<file path="src/sv/tagged_request_fifo_top_defines.svh">
`ifndef TAGGED_REQUEST_FIFO_TOP_DEFINES_SVH
`define TAGGED_REQUEST_FIFO_TOP_DEFINES_SVH

// property that must hold at every clock edge out of reset
`define TRF_ASSERT(lbl, prop, msg) \
  lbl: assert property (@(posedge clk) disable iff (!rst_n) (prop)) else $error(msg);

// implication checked at every clock edge out of reset
`define TRF_ASSERT_IMPLY(lbl, ante, cons, msg) \
  lbl: assert property (@(posedge clk) disable iff (!rst_n) (ante) |-> (cons)) else $error(msg);

`endif

</file>
<file path="src/sv/trf_pkg.sv">
`timescale 1ns / 1ps
`default_nettype none

package trf_pkg;

  localparam int HANDLE_BITS = 16;
  localparam int TAG_BITS    = 8;
  localparam int KIND_BITS   = 3;
  localparam int STATUS_BITS = 2;
  localparam int ENTRY_BITS  = 5;

  localparam logic [KIND_BITS-1:0] KIND_ADD       = 3'd0;
  localparam logic [KIND_BITS-1:0] KIND_POP       = 3'd1;
  localparam logic [KIND_BITS-1:0] KIND_PEEK_HEAD = 3'd2;
  localparam logic [KIND_BITS-1:0] KIND_PEEK_TAIL = 3'd3;
  localparam logic [KIND_BITS-1:0] KIND_DELETE    = 3'd4;

  localparam logic [STATUS_BITS-1:0] STATUS_OK       = 2'd0;
  localparam logic [STATUS_BITS-1:0] STATUS_EMPTY    = 2'd1;
  localparam logic [STATUS_BITS-1:0] STATUS_FULL     = 2'd2;
  localparam logic [STATUS_BITS-1:0] STATUS_NO_MATCH = 2'd3;

  typedef struct packed {
    logic [KIND_BITS-1:0]   kind;
    logic [HANDLE_BITS-1:0] request_handle;
    logic [TAG_BITS-1:0]    owner_tag;
  } trf_in_t;

  typedef struct packed {
    logic                   found;
    logic [HANDLE_BITS-1:0] handle_out;
    logic [TAG_BITS-1:0]    tag_out;
    logic [STATUS_BITS-1:0] status;
    logic [ENTRY_BITS-1:0]  entry_count;
    logic                   last;
  } trf_out_t;

endpackage

`default_nettype wire

</file>
<file path="src/sv/tagged_request_fifo_top.sv">
`timescale 1ns / 1ps
`default_nettype none

// Tagged request FIFO: a queue of request handles with owner tags, kept as a linked list
// in a DEPTH-slot store with a free-slot stack. Add, pop, peek head, peek tail and an
// undefined kind first read the link and data memories, then write back and load the
// result register. A delete walks the list (one memory read and one link write-back per
// entry), then emits each removed handle through a removed-slot memory read, a data
// memory read and a result load; a delete that removes nothing gives its single result
// after the walk. A stall on the result side holds the block in its result-loading step.
// The link memory keeps one valid bit per slot, so reset takes effect at once with no
// clearing pass.

`include "tagged_request_fifo_top_defines.svh"

module tagged_request_fifo_top #(
  parameter int DEPTH = 16
) (
  input  wire logic             clk,
  input  wire logic             rst_n,
  input  wire logic             in_valid,
  output logic                  in_stall,
  input  wire trf_pkg::trf_in_t in_data,
  output logic                  out_valid,
  input  wire logic             out_stall,
  output trf_pkg::trf_out_t     out_data
);

  localparam int SLOT_W  = $clog2(DEPTH);
  localparam int CNT_W   = $clog2(DEPTH + 1);
  localparam int ENTRY_W = trf_pkg::ENTRY_BITS;

  typedef enum logic [2:0] {
    ST_IDLE,
    ST_EXEC,
    ST_WALK_RD,
    ST_WALK_CHK,
    ST_EMIT_IDX,
    ST_EMIT_DATA,
    ST_EMIT_OUT
  } state_t;

  function automatic logic [ENTRY_W-1:0] to_entry(input logic [CNT_W-1:0] c);
    logic [ENTRY_W+CNT_W-1:0] wide;
    wide = {{ENTRY_W{1'b0}}, c};
    return wide[ENTRY_W-1:0];
  endfunction

  function automatic logic [SLOT_W-1:0] link_default(input logic [SLOT_W-1:0] a);
    return (a == SLOT_W'(DEPTH - 1)) ? '0 : SLOT_W'(a + 1'b1);
  endfunction

  // control and payload registers
  state_t              state_r, state_nxt;
  logic [SLOT_W-1:0]   head_r, head_nxt;
  logic [SLOT_W-1:0]   tail_r, tail_nxt;
  logic [SLOT_W-1:0]   free_head_r, free_head_nxt;
  logic [CNT_W-1:0]    free_cnt_r, free_cnt_nxt;
  logic [CNT_W-1:0]    qcnt_r, qcnt_nxt;
  logic [SLOT_W-1:0]   cur_r, cur_nxt;
  logic [SLOT_W-1:0]   prev_r, prev_nxt;
  logic [CNT_W-1:0]    walk_i_r, walk_i_nxt;
  logic [CNT_W-1:0]    kept_r, kept_nxt;
  logic [CNT_W-1:0]    rm_cnt_r, rm_cnt_nxt;
  logic [CNT_W-1:0]    emit_k_r, emit_k_nxt;
  logic                out_valid_r, out_valid_nxt;
  trf_pkg::trf_in_t    item_r, item_nxt;
  trf_pkg::trf_out_t   out_r, out_nxt;

  // memories
  logic [trf_pkg::HANDLE_BITS-1:0] handle_mem [DEPTH];
  logic [trf_pkg::TAG_BITS-1:0]    tag_mem    [DEPTH];
  logic [SLOT_W-1:0]               link_mem   [DEPTH];
  logic [SLOT_W-1:0]               rm_mem     [DEPTH];
  logic [DEPTH-1:0]                link_vld_r;

  logic                            data_we, data_re;
  logic [SLOT_W-1:0]               data_wa, data_ra;
  logic [trf_pkg::HANDLE_BITS-1:0] handle_q;
  logic [trf_pkg::TAG_BITS-1:0]    tag_q;

  logic                            link_we, link_re;
  logic [SLOT_W-1:0]               link_wa, link_wd, link_ra;
  logic [SLOT_W-1:0]               link_q, link_addr_q;
  logic                            link_vld_q;
  logic [SLOT_W-1:0]               link_rd;

  logic                            rm_we, rm_re;
  logic [SLOT_W-1:0]               rm_wa, rm_wd, rm_ra, rm_q;

  logic                            out_free;

  assign in_stall  = (state_r != ST_IDLE);
  assign out_valid = out_valid_r;
  assign out_data  = out_r;
  assign out_free  = !out_valid_r || !out_stall;
  assign link_rd   = link_vld_q ? link_q : link_default(link_addr_q);

  always_comb begin
    trf_pkg::trf_out_t res;
    logic              last_step;
    logic [CNT_W-1:0]  kept_v;
    logic [CNT_W-1:0]  rm_v;
    logic [SLOT_W-1:0] prev_v;
    logic [CNT_W-1:0]  cnt_v;

    state_nxt     = state_r;
    head_nxt      = head_r;
    tail_nxt      = tail_r;
    free_head_nxt = free_head_r;
    free_cnt_nxt  = free_cnt_r;
    qcnt_nxt      = qcnt_r;
    cur_nxt       = cur_r;
    prev_nxt      = prev_r;
    walk_i_nxt    = walk_i_r;
    kept_nxt      = kept_r;
    rm_cnt_nxt    = rm_cnt_r;
    emit_k_nxt    = emit_k_r;
    item_nxt      = item_r;
    out_nxt       = out_r;
    out_valid_nxt = out_valid_r && out_stall;

    data_we = 1'b0;
    data_wa = '0;
    data_re = 1'b0;
    data_ra = '0;
    link_we = 1'b0;
    link_wa = '0;
    link_wd = '0;
    link_re = 1'b0;
    link_ra = '0;
    rm_we   = 1'b0;
    rm_wa   = '0;
    rm_wd   = '0;
    rm_re   = 1'b0;
    rm_ra   = '0;

    res       = '0;
    last_step = 1'b0;
    kept_v    = kept_r;
    rm_v      = rm_cnt_r;
    prev_v    = prev_r;
    cnt_v     = qcnt_r;

    case (state_r)
      ST_IDLE: begin
        if (in_valid) begin
          item_nxt  = in_data;
          state_nxt = ST_EXEC;
          link_re   = 1'b1;
          data_re   = 1'b1;
          link_ra   = (in_data.kind == trf_pkg::KIND_ADD) ? free_head_r : head_r;
          data_ra   = (in_data.kind == trf_pkg::KIND_PEEK_TAIL) ? tail_r : head_r;
        end
      end

      ST_EXEC: begin
        if (item_r.kind == trf_pkg::KIND_DELETE) begin
          cur_nxt    = head_r;
          prev_nxt   = '0;
          walk_i_nxt = '0;
          kept_nxt   = '0;
          rm_cnt_nxt = '0;
          state_nxt  = (qcnt_r == '0) ? ST_EMIT_OUT : ST_WALK_RD;
        end else if (out_free) begin
          res.last = 1'b1;
          case (item_r.kind)
            trf_pkg::KIND_ADD: begin
              if (free_cnt_r == '0) begin
                res.status = trf_pkg::STATUS_FULL;
              end else begin
                free_head_nxt = link_rd;
                free_cnt_nxt  = CNT_W'(free_cnt_r - 1'b1);
                data_we       = 1'b1;
                data_wa       = free_head_r;
                if (qcnt_r == '0) begin
                  head_nxt = free_head_r;
                end else begin
                  link_we = 1'b1;
                  link_wa = tail_r;
                  link_wd = free_head_r;
                end
                tail_nxt = free_head_r;
                cnt_v    = CNT_W'(qcnt_r + 1'b1);
                qcnt_nxt = cnt_v;
              end
            end
            trf_pkg::KIND_POP, trf_pkg::KIND_PEEK_HEAD, trf_pkg::KIND_PEEK_TAIL: begin
              if (qcnt_r == '0) begin
                res.status = trf_pkg::STATUS_EMPTY;
              end else begin
                res.found      = 1'b1;
                res.handle_out = handle_q;
                res.tag_out    = tag_q;
                if (item_r.kind == trf_pkg::KIND_POP) begin
                  head_nxt      = link_rd;
                  link_we       = 1'b1;
                  link_wa       = head_r;
                  link_wd       = free_head_r;
                  free_head_nxt = head_r;
                  free_cnt_nxt  = CNT_W'(free_cnt_r + 1'b1);
                  cnt_v         = CNT_W'(qcnt_r - 1'b1);
                  qcnt_nxt      = cnt_v;
                  if (cnt_v == '0) begin
                    head_nxt = '0;
                    tail_nxt = '0;
                  end
                end
              end
            end
            default: begin
              res.status = trf_pkg::STATUS_OK;
            end
          endcase
          res.entry_count = to_entry(cnt_v);
          out_nxt         = res;
          out_valid_nxt   = 1'b1;
          state_nxt       = ST_IDLE;
        end
      end

      ST_WALK_RD: begin
        data_re   = 1'b1;
        data_ra   = cur_r;
        link_re   = 1'b1;
        link_ra   = cur_r;
        state_nxt = ST_WALK_CHK;
      end

      ST_WALK_CHK: begin
        last_step = (CNT_W'(walk_i_r + 1'b1) == qcnt_r);
        if (tag_q == item_r.owner_tag) begin
          link_we       = 1'b1;
          link_wa       = cur_r;
          link_wd       = free_head_r;
          free_head_nxt = cur_r;
          free_cnt_nxt  = CNT_W'(free_cnt_r + 1'b1);
          rm_we         = 1'b1;
          rm_wa         = rm_cnt_r[SLOT_W-1:0];
          rm_wd         = cur_r;
          rm_v          = CNT_W'(rm_cnt_r + 1'b1);
        end else begin
          if (kept_r == '0) begin
            head_nxt = cur_r;
          end else begin
            link_we = 1'b1;
            link_wa = prev_r;
            link_wd = cur_r;
          end
          prev_v = cur_r;
          kept_v = CNT_W'(kept_r + 1'b1);
        end
        cur_nxt    = link_rd;
        prev_nxt   = prev_v;
        kept_nxt   = kept_v;
        rm_cnt_nxt = rm_v;
        walk_i_nxt = CNT_W'(walk_i_r + 1'b1);
        if (last_step) begin
          qcnt_nxt = kept_v;
          if (kept_v == '0) begin
            head_nxt = '0;
            tail_nxt = '0;
          end else begin
            tail_nxt = prev_v;
          end
          emit_k_nxt = '0;
          state_nxt  = (rm_v == '0) ? ST_EMIT_OUT : ST_EMIT_IDX;
        end else begin
          state_nxt = ST_WALK_RD;
        end
      end

      ST_EMIT_IDX: begin
        rm_re     = 1'b1;
        rm_ra     = emit_k_r[SLOT_W-1:0];
        state_nxt = ST_EMIT_DATA;
      end

      ST_EMIT_DATA: begin
        data_re   = 1'b1;
        data_ra   = rm_q;
        state_nxt = ST_EMIT_OUT;
      end

      ST_EMIT_OUT: begin
        if (out_free) begin
          res.entry_count = to_entry(qcnt_r);
          if (rm_cnt_r == '0) begin
            res.status = trf_pkg::STATUS_NO_MATCH;
            res.last   = 1'b1;
            state_nxt  = ST_IDLE;
          end else begin
            res.found      = 1'b1;
            res.handle_out = handle_q;
            res.tag_out    = tag_q;
            res.status     = trf_pkg::STATUS_OK;
            res.last       = (CNT_W'(emit_k_r + 1'b1) == rm_cnt_r);
            emit_k_nxt     = CNT_W'(emit_k_r + 1'b1);
            state_nxt      = res.last ? ST_IDLE : ST_EMIT_IDX;
          end
          out_nxt       = res;
          out_valid_nxt = 1'b1;
        end
      end

      default: begin
        state_nxt = ST_IDLE;
      end
    endcase
  end

  always_ff @(posedge clk) begin
    if (!rst_n) begin
      state_r     <= ST_IDLE;
      head_r      <= '0;
      tail_r      <= '0;
      free_head_r <= '0;
      free_cnt_r  <= CNT_W'(DEPTH);
      qcnt_r      <= '0;
      out_valid_r <= 1'b0;
      walk_i_r    <= '0;
      kept_r      <= '0;
      rm_cnt_r    <= '0;
      emit_k_r    <= '0;
    end else begin
      state_r     <= state_nxt;
      head_r      <= head_nxt;
      tail_r      <= tail_nxt;
      free_head_r <= free_head_nxt;
      free_cnt_r  <= free_cnt_nxt;
      qcnt_r      <= qcnt_nxt;
      out_valid_r <= out_valid_nxt;
      walk_i_r    <= walk_i_nxt;
      kept_r      <= kept_nxt;
      rm_cnt_r    <= rm_cnt_nxt;
      emit_k_r    <= emit_k_nxt;
    end
    cur_r  <= cur_nxt;
    prev_r <= prev_nxt;
    item_r <= item_nxt;
    out_r  <= out_nxt;
  end

  // handle and tag store
  always_ff @(posedge clk) begin
    if (data_we) begin
      handle_mem[data_wa] <= item_r.request_handle;
      tag_mem[data_wa]    <= item_r.owner_tag;
    end
    if (data_re) begin
      handle_q <= handle_mem[data_ra];
      tag_q    <= tag_mem[data_ra];
    end
  end

  // link store, unwritten slots read as the reset chain
  always_ff @(posedge clk) begin
    if (link_we) begin
      link_mem[link_wa] <= link_wd;
    end
    if (link_re) begin
      link_q      <= link_mem[link_ra];
      link_addr_q <= link_ra;
      link_vld_q  <= link_vld_r[link_ra];
    end
  end

  always_ff @(posedge clk) begin
    if (!rst_n) begin
      link_vld_r <= '0;
    end else if (link_we) begin
      link_vld_r[link_wa] <= 1'b1;
    end
  end

  // slots removed by a delete, in queue order
  always_ff @(posedge clk) begin
    if (rm_we) begin
      rm_mem[rm_wa] <= rm_wd;
    end
    if (rm_re) begin
      rm_q <= rm_mem[rm_ra];
    end
  end

  `TRF_ASSERT_IMPLY(a_slot_balance,
    state_r != ST_WALK_RD && state_r != ST_WALK_CHK,
    ({1'b0, free_cnt_r} + {1'b0, qcnt_r}) == (CNT_W + 1)'(DEPTH),
    "free and queued counts do not add up to the depth")
  `TRF_ASSERT_IMPLY(a_empty_pointers,
    state_r == ST_IDLE && qcnt_r == '0,
    head_r == '0 && tail_r == '0,
    "empty queue with nonzero head or tail")
  `TRF_ASSERT_IMPLY(a_emit_bound,
    state_r == ST_EMIT_IDX || state_r == ST_EMIT_DATA,
    emit_k_r < rm_cnt_r,
    "removed-handle index past the removed count")
  `TRF_ASSERT(a_count_bound, qcnt_r <= CNT_W'(DEPTH), "queued count exceeds depth")

endmodule

`default_nettype wire

</file>
<file path="config.mk">
export PLATFORM = sky130hd
export DESIGN_NAME = tagged_request_fifo_top
export DESIGN_NICKNAME = d
export VERILOG_FILES = /design/src/sv/trf_pkg.sv /design/src/sv/tagged_request_fifo_top.sv
export VERILOG_INCLUDE_DIRS = /design/src /design/src/sv
export SDC_FILE = /design/constraint.sdc
export NUM_CORES = 1
export LEC_CHECK = 0
export ABC_AREA = 1
export ABC_CLOCK_PERIOD_IN_PS = 4800
export BUFFER_PORTS_ARGS = -buffer_cell sky130_fd_sc_hd__buf_2
export CAP_MARGIN = 10
export CORE_MARGIN = 5
export CORE_UTILIZATION = 50
export DETAILED_ROUTE_END_ITERATION = 8
export PLACE_DENSITY = 0.64
export SYNTH_ARGS = -nofsm -noshare
export SYNTH_HDL_FRONTEND = slang
export SYNTH_SLANG_ARGS = --single-unit
</file>
<file path="constraint.sdc">
create_clock -name clk -period 4.8 [get_ports clk]
set_input_delay 0.72 -clock clk [delete_from_list [all_inputs] [get_ports clk]]
set_output_delay 0.72 -clock clk [all_outputs]
set_load 0.01 [all_outputs]
</file>
==> metrics.md, run 1 <==
| Metric | Value |
|---|---|
| CTS Hold Bufs | 0 |
| Clock-pin slew on the worst setup and hold paths | 0.06 ns |
| Number of cell rows | between 80 and 90 |
| H-tree lvl count | 3 |
| Setup violators final | 0 |
| Synth Flop Type | edfxtp_1 |
| Die X | 252 µm |
| Setup Skew | 0.0216 ns |
| Crit-path max FO | 18 |
| CTS root buf | clkbuf_16 |
| EDFF count, synth | a little over 600 |
| Vias/cell | 5.61 |
| Initial antenna violation count | 2 |
| Number of remaining DRC errors | 0 |
| Pwr per Cell Area | 404 nW/µm² |
| Pre-antenna DRT Iters | 6 |
| F_max | 297 MHz |
| CP peak stage delay | about 0.81 ns |
| Post-synth net total | 2,658 |
| CP arrival | roughly 3.6 ns |
| Gp weighted congestion | ~0.9 |
| Die height | roughly 250 µm |
| Final layout net count | roughly 2,700 |
| CTS tree | built |
| RSZ-0062 raised after global routing | no |
| Max-slew violations | 0 |
| Synth Area per Inst | roughly 11 µm² |
| Synthesized cell area | 29,300 µm² |
| Crit path buffers/inverters | 1 |
| Status | finished clean |
| Setup TNS | 0 ns |
| Clk Latency, worst-skew pair | ~0.61 ns |
| Vias in the first global route | 19,000 |
| Final ANT Viol Nets | 0 |
| CP Launch Type | register |
| Placed Cells | 3,360 |
| GR Util met2 | between 30% and 40% |
| Setup crit end kind | register |
| I/O Buffers | 65 |
| Worst path most repeated cell | nand2_1 |
| Register area share after synthesis | roughly 68% |
| Synth Register Bits | 679 |
| Peak VDD IR | 0.000335 V |
| Met1 Track Usage GR | 34.5% |
| Core Area | about 58,000 µm² |
| # diodes | 0 |
| Die footprint | 63,400 µm² |
| Via count | roughly 20,000 |
| Gr ovfl total | 0 |
| Worst relative slew slack | 10.4% |
| Final period utilization | 70.2% |
| Kind of cell adding the most delay to the critical path | simple AND/OR/NAND/NOR gates |
| Area Overhead vs Synth | 11.9% |
| Initial cell density of the core | 50.6% |
| Ports | 66 |
| Post-DP HPWL | 44.3 mm |
| Largest net degree at the start of global routing | ~270 |
| Post-layout min period | about 3.4 ns |
| Routed wire length | about 74 mm |
| Met3 Usage GRT | slightly below 4% |
| # resized after CTS | 0 |
| Worst slew pin tran | between 1 and 1.5 ns |
| Post-synthesis async set-or-reset flop share | 0% |
| Worst path slowest cell | edfxtp_1 |
| Worst Hold Class | in2reg |
| Worst path cell trace | nand2_1 -> nand2_1 -> nand2_1 -> nor2_1 -> nand2_1 -> nor2_4 -> inv_2 -> nor2_1 -> nand2_1 -> nor3_1 |
| DR WL/cell | about 21 µm |
| Final non-filler cell total | 3,492 |
| Global-route wire length before repair | 113 mm |
| Post-CTS Setup Bufs | 0 |
| Layout cells sized above 1 | 10.7% |
| YS warnings | 0 |
| WP data required | a little over 5 ns |
| Post-Synthesis Cells | between 2,000 and 3,000 |
| Top Usage Layer GRT | met2 |
| Lkg Pwr | 0.0121 µW |
| CTS buffer count | 72 |
| Max_cap viols | 0 |
| CP Class | reg2reg |
| Starting DRT DRC Count | around 2,100 |
| Fin. Hold Viols | 0 |
| # clock sinks | approximately 680 |
| Worst-case clock buffer depth | 3 |
| Cell variety after synth | 48 |
| Tot GR Track Use | between 20% and 30% |
[area by class of cell]
class,count,area [µm²]
inverter,329,1240
clock inverter,40,373
fill,4790,25100
tap,765,957
sequential,679,19800
clock buffer,92,1940
timing repair buffer,105,651
multi-input combinational,1482,7810
[cell usage after synthesis (2+ instances only)]
master	number	share of area (%)
a21oi_1	83	1.4
a21oi_2	2	0.060
a22o_1	3	0.090
a22oi_1	4	0.10
a31oi_1	5	0.11
buf_1	5	0.064
buf_2	59	1.0
buf_4	17	0.44
buf_6	3	0.12
clkbuf_1	38	0.49
dfxtp_1	62	4.2
edfxtp_1	617	63
ha_1	15	0.64
inv_1	306	3.9
inv_2	22	0.28
mux2i_1	10	0.34
nand2_1	479	6.1
nand2_2	4	0.086
nand2_4	3	0.12
nand3_1	222	3.8
nand3_2	2	0.068
nand4_1	5	0.11
nor2_1	131	1.7
nor2_2	8	0.17
nor2_4	5	0.19
nor2_8	2	0.14
nor3_1	35	0.60
o211ai_1	165	4.2
o21ai_0	117	2.0
o21ai_1	75	1.3
o221ai_1	9	0.27
o22ai_1	13	0.28
or2_1	44	0.94
or2_2	5	0.11
xnor2_1	8	0.24
xor2_1	17	0.51
[where the power goes]
group	total, µW	switching (µW)	internal [µW]
sequential	6760	142	6620
combinational	1050	748	303
clock	5420	2270	3150
total	13200	3160	10100
[metal layers]
metal	up-vias	wire [µm]
met2	727	33200
met4	0	1970
met1	9478	33100
met3	128	5640
li1	9247	-
met5	-	0
[kinds of logic (layout without fill, tap and decap cells)]
family                   Yosys count  in the layout  share of synthesized area [%]
AO/OA/AOI/OAI                    484            484                           10.1
AND/OR/NAND/NOR                  948            948                           14.2
XOR/XNOR                          25             25                          0.749
buffers and inverters            451            566                           6.33
adder cells (fa/ha/maj)           15             15                          0.642
flip-flops                       679            679                           67.6
multiplexers                      10             10                          0.342
[path summary, 6_finish.rpt]
| kind | from | end | slack, ns | depth (start not counted) |
|---|---|---|---|---|
| setup / recovery | item_r[5] | rm_mem[10][3] | 1.43 | 10 |
| hold / removal | in_data[19] | item_r[19] | 0.28 | 1 |
| setup reg to reg | item_r[5] | rm_mem[10][3] | 1.43 | 10 |
| hold reg to reg | link_vld_r[4] | link_vld_r[4] | 0.45 | 2 |
[sequential cells by signal, summed over array words and instances (netlist names), 8 cells and up]
signal	cells
handle_mem	256
link_mem	64
item_r	27
link_vld_r	16
handle_q	16
out_data	33
tag_q	8
tag_mem	128
rm_mem	64
[layout by cell type, fill, tap and decap left out, types with 8 or more instances in the layout]
cell type	netlist	routed
or2_1	44	44
o21ai_0	117	117
nand2_1	479	477
o21ai_1	75	75
xnor2_1	8	8
nor2_1	131	116
nor2_4	5	20
o211ai_1	165	165
mux2i_1	10	10
buf_2	59	65
edfxtp_1	617	617
buf_4	17	38
dfxtp_1	62	62
o22ai_1	13	11
inv_1	306	306
clkbuf_16	0	74
nand3_1	222	222
a21oi_1	83	82
inv_2	22	21
clkinv_2	0	17
ha_1	15	15
nor2_2	8	8
nor3_1	35	34
o221ai_1	9	9
clkbuf_1	38	16
xor2_1	17	17
clkinv_1	1	11
[worst reg2reg max path: stages, from the launching register on]
cell,delay (ns)
edfxtp_1,0.81
nand2_1,0.13
nand2_1,0.09
nand2_1,0.10
nor2_1,0.11
nand2_1,0.36
nor2_4,0.38
inv_2,0.16
nor2_1,0.20
nand2_1,0.14
nor3_1,0.54
[stage by stage]
| stage | util, % | total power [µW] | hold slack (ns) | cell area [µm²] | setup slack, ns |
|---|---|---|---|---|---|
| global route | 56.6 | 13700 | 0.254 | 32700 | 1.08 |
| finish | 56.6 | 13200 | 0.281 | 32700 | 1.43 |
| floorplan | - | 7540 | 0.430 | 29300 | 0.896 |
| detailed placement | 52.6 | 7930 | 0.440 | 30400 | 1.33 |
| global placement | 52.6 | 7910 | 0.436 | 30400 | 1.31 |
| CTS | 56.6 | 13300 | 0.243 | 32700 | 1.47 |
Note: power is estimated with default switching activity, not from simulation.
==> inputs of run 2 (changes only) <==
- ABC_CLOCK_PERIOD_IN_PS: 4800 -> 3080
- PLACE_DENSITY: 0.64 -> 0.67
- clock period: 4.8 -> 3.08 ns (I/O delays scaled with it)
==> run 2 against run 1 <==
Against the previous run: flip-flop and latch count unchanged; routed wire length down 0.83%; clock-buffer cell count unchanged; via count up 1.6%; critical path type unchanged.
==> metrics.md, run 2 (same netlist as run 1, synthesis figures left out) <==
| Metric | Value |
|---|---|
| Sw frac | between 20% and 30% |
| Routed wire length | around 73 mm |
| Commonest non-fill, non-tap cells in the layout | 617 x edfxtp_1, 477 x nand2_1, 306 x inv_1 |
| WP data required | approximately 3.4 ns |
| Ports | 66 |
| Core Area | approximately 58,000 µm² |
| Die height | approximately 250 µm |
| Post-DP HPWL | approximately 48 mm |
| Post-layout min period | roughly 2.8 ns |
| RSZ-0062 raised after global routing | no |
| Crit path buffers/inverters | 1 |
| Worst R2R End | link_mem[0][1] |
| Clock network power share | around 40% |
| Sequential power share | ~52% |
| Vias in the first global route | just under 20,000 |
| Crit path setup slack, layout | roughly 0.3 ns |
| DR WL/cell | between 20 and 25 µm |
| Setup violators final | 0 |
| GR Util met2 | around 36% |
| Gr ovfl total | 0 |
| Max_cap viols | 0 |
| Dpl ws | roughly 0.34 ns |
| Worst path cell trace | xnor2_1 -> nand2_1 -> nor2_1 -> nand2_1 -> nand2_1 -> nand2_1 -> nand2_1 -> nand2_2 -> nor2_2 -> nand3_1 -> inv_1 |
| Clock-pin slew on the worst setup and hold paths | 0.06 ns |
| Die X | around 250 µm |
| # diodes | 0 |
| # clock sinks | ~680 |
| Largest register FFs | 256 |
| Top reg by flops | handle_mem |
| Final layout net count | between 2,000 and 3,000 |
| Crit-path max FO | 9 |
| Worst slew pin tran | ~0.83 ns |
| CTS tree | built |
| Fin. Hold Viols | 0 |
| Peak VDD IR | 0.000423 V |
| CTS buffer count | 71 |
| Hold Crit Start | in_data[19] |
| Setup Skew | roughly 0.019 ns |
| Setup crit end kind | register |
| CP arrival | a little over 3 ns |
| Lkg Pwr | about 0.013 µW |
| Tot GR Track Use | a little under a quarter |
| Internal Power | 15,600 µW |
| Max-slew violations | 0 |
| Met1 Track Usage GR | 32.6% |
| FF-to-FF Start | item_r[6] |
| Status | finished clean |
| Die footprint | roughly 63,000 µm² |
| Gate power share | just under 9% |
| Pwr per Cell Area | 605 nW/µm² |
| Stages on worst setup path | 11 |
| CP Class | reg2reg |
| Worst Hold Class | in2reg |
| Largest registers | handle_mem (256), tag_mem (128) |
| Starting DRT DRC Count | roughly 1,800 |
| Global-route wire length before repair | about 110 mm |
| Worst relative slew slack | 44.4% |
| Crit path capture | link_mem[0][1] |
| Initial antenna violation count | 0 |
| Setup TNS | 0 ns |
| Number of cell rows | between 80 and 90 |
| P_sw | ~4800 µW |
| Worst path slowest cell | edfxtp_1 |
| CP peak stage delay | approximately 0.45 ns |
| Area Overhead vs Synth | 15.3% |
| Initial cell density of the core | about 51% |
| Reg2Reg Setup Slack | between 0.2 and 0.3 ns |
| I/O Buffers | between 60 and 70 |
| Pre-antenna DRT Iters | 6 |
| Final ANT Viol Nets | 0 |
| Worst setup startpoint | item_r[6] |
| Final period utilization | about nine tenths |
| H-tree lvl count | 3 |
| Worst path most repeated cell | nand2_1 |
| Commonest non-fill, non-tap cell in the layout | edfxtp_1 |
| Vias/cell | about 5.6 |
| Kind of cell adding the most delay to the critical path | simple AND/OR/NAND/NOR gates |
| F_max | between 300 and 400 MHz |
| CTS root buf | clkbuf_16 |
| R2R depth | 11 |
| Gp weighted congestion | roughly 0.97 |
| Met3 Usage GRT | 4.94% |
| Number of remaining DRC errors | 0 |
| Largest net degree at the start of global routing | 71 |
| Power Total | approximately 20,000 µW |
| Worst-case clock buffer depth | 3 |
| Worst Hold Path Cells | 1 |
| Via count | around 20,000 |
| Hold slack final | between 0.03 and 0.04 ns |
| CP Launch Type | register |
| Layout cells sized above 1 | around 12% |
| Top Usage Layer GRT | met2 |
| Clk Latency, worst-skew pair | approximately 0.61 ns |
==> run 2: cell types whose count changed in the layout (fill, tap and decap cells not counted), sizes merged <==
cell         before  now
buf             105  177
dlygate4sd3       0    9
clkinvlp          3    0
bufinv            5    4
clkinv           32   31
==> run 2: power groups by stage <==
stage | Clock [µW] | Combinational, µW | Sequential [µW]
finish | 8110 | 1780 | 10500
detailed placement | 0 | 1750 | 10700
global placement | 0 | 1720 | 10700
global route | 8670 | 1960 | 10500
floorplan | 0 | 1100 | 10700
CTS | 8280 | 1770 | 10500
==> run 2: worst min path at each step <==
stage	slack, ns	endpoint
final	0.04	item_r[19]
after CTS	0.001	item_r[19]
after detailed placement	0.44	link_vld_r[4]
after global routing	0.02	item_r[19]
after floorplan	0.43	link_vld_r[0]
after global placement	0.44	link_vld_r[8]
==> run 2: final cells by class <==
cell class	count	area (µm²)
Timing Repair Buffer	186	1770
Fill cell	4662	24100
Inverter	329	1240
Clock inverter	35	285
Clock buffer	92	1910
Sequential cell	679	19800
Tap cell	765	957
Multi-Input combinational cell	1482	7790
==> run 2: per-layer routing <==
metal | wire length [µm] | part of all wire [%]
met3 | 5890 | 8.0
met2 | 33700 | 46
met1 | 31900 | 44
met4 | 1820 | 2.5
met5 | 0 | 0
==> run 2: what timing repair did <==
item / in CTS / in global routing
endpoints found under the hold margin: 9 / 0
hold buffers: 9 / 0
buffers inserted: 0 / 0
resized for setup: 0 / 0
setup endpoints to repair: 0 / 0
==> run 2: per-stage QoR <==
stage	cell area, µm²	util (%)	std cells
floorplan	29300	-	2612
global placement	31400	54.4	3432
detailed placement	31400	54.4	3432
CTS	33700	58.3	3568
global route	33700	58.3	3568
finish	33700	58.3	3568
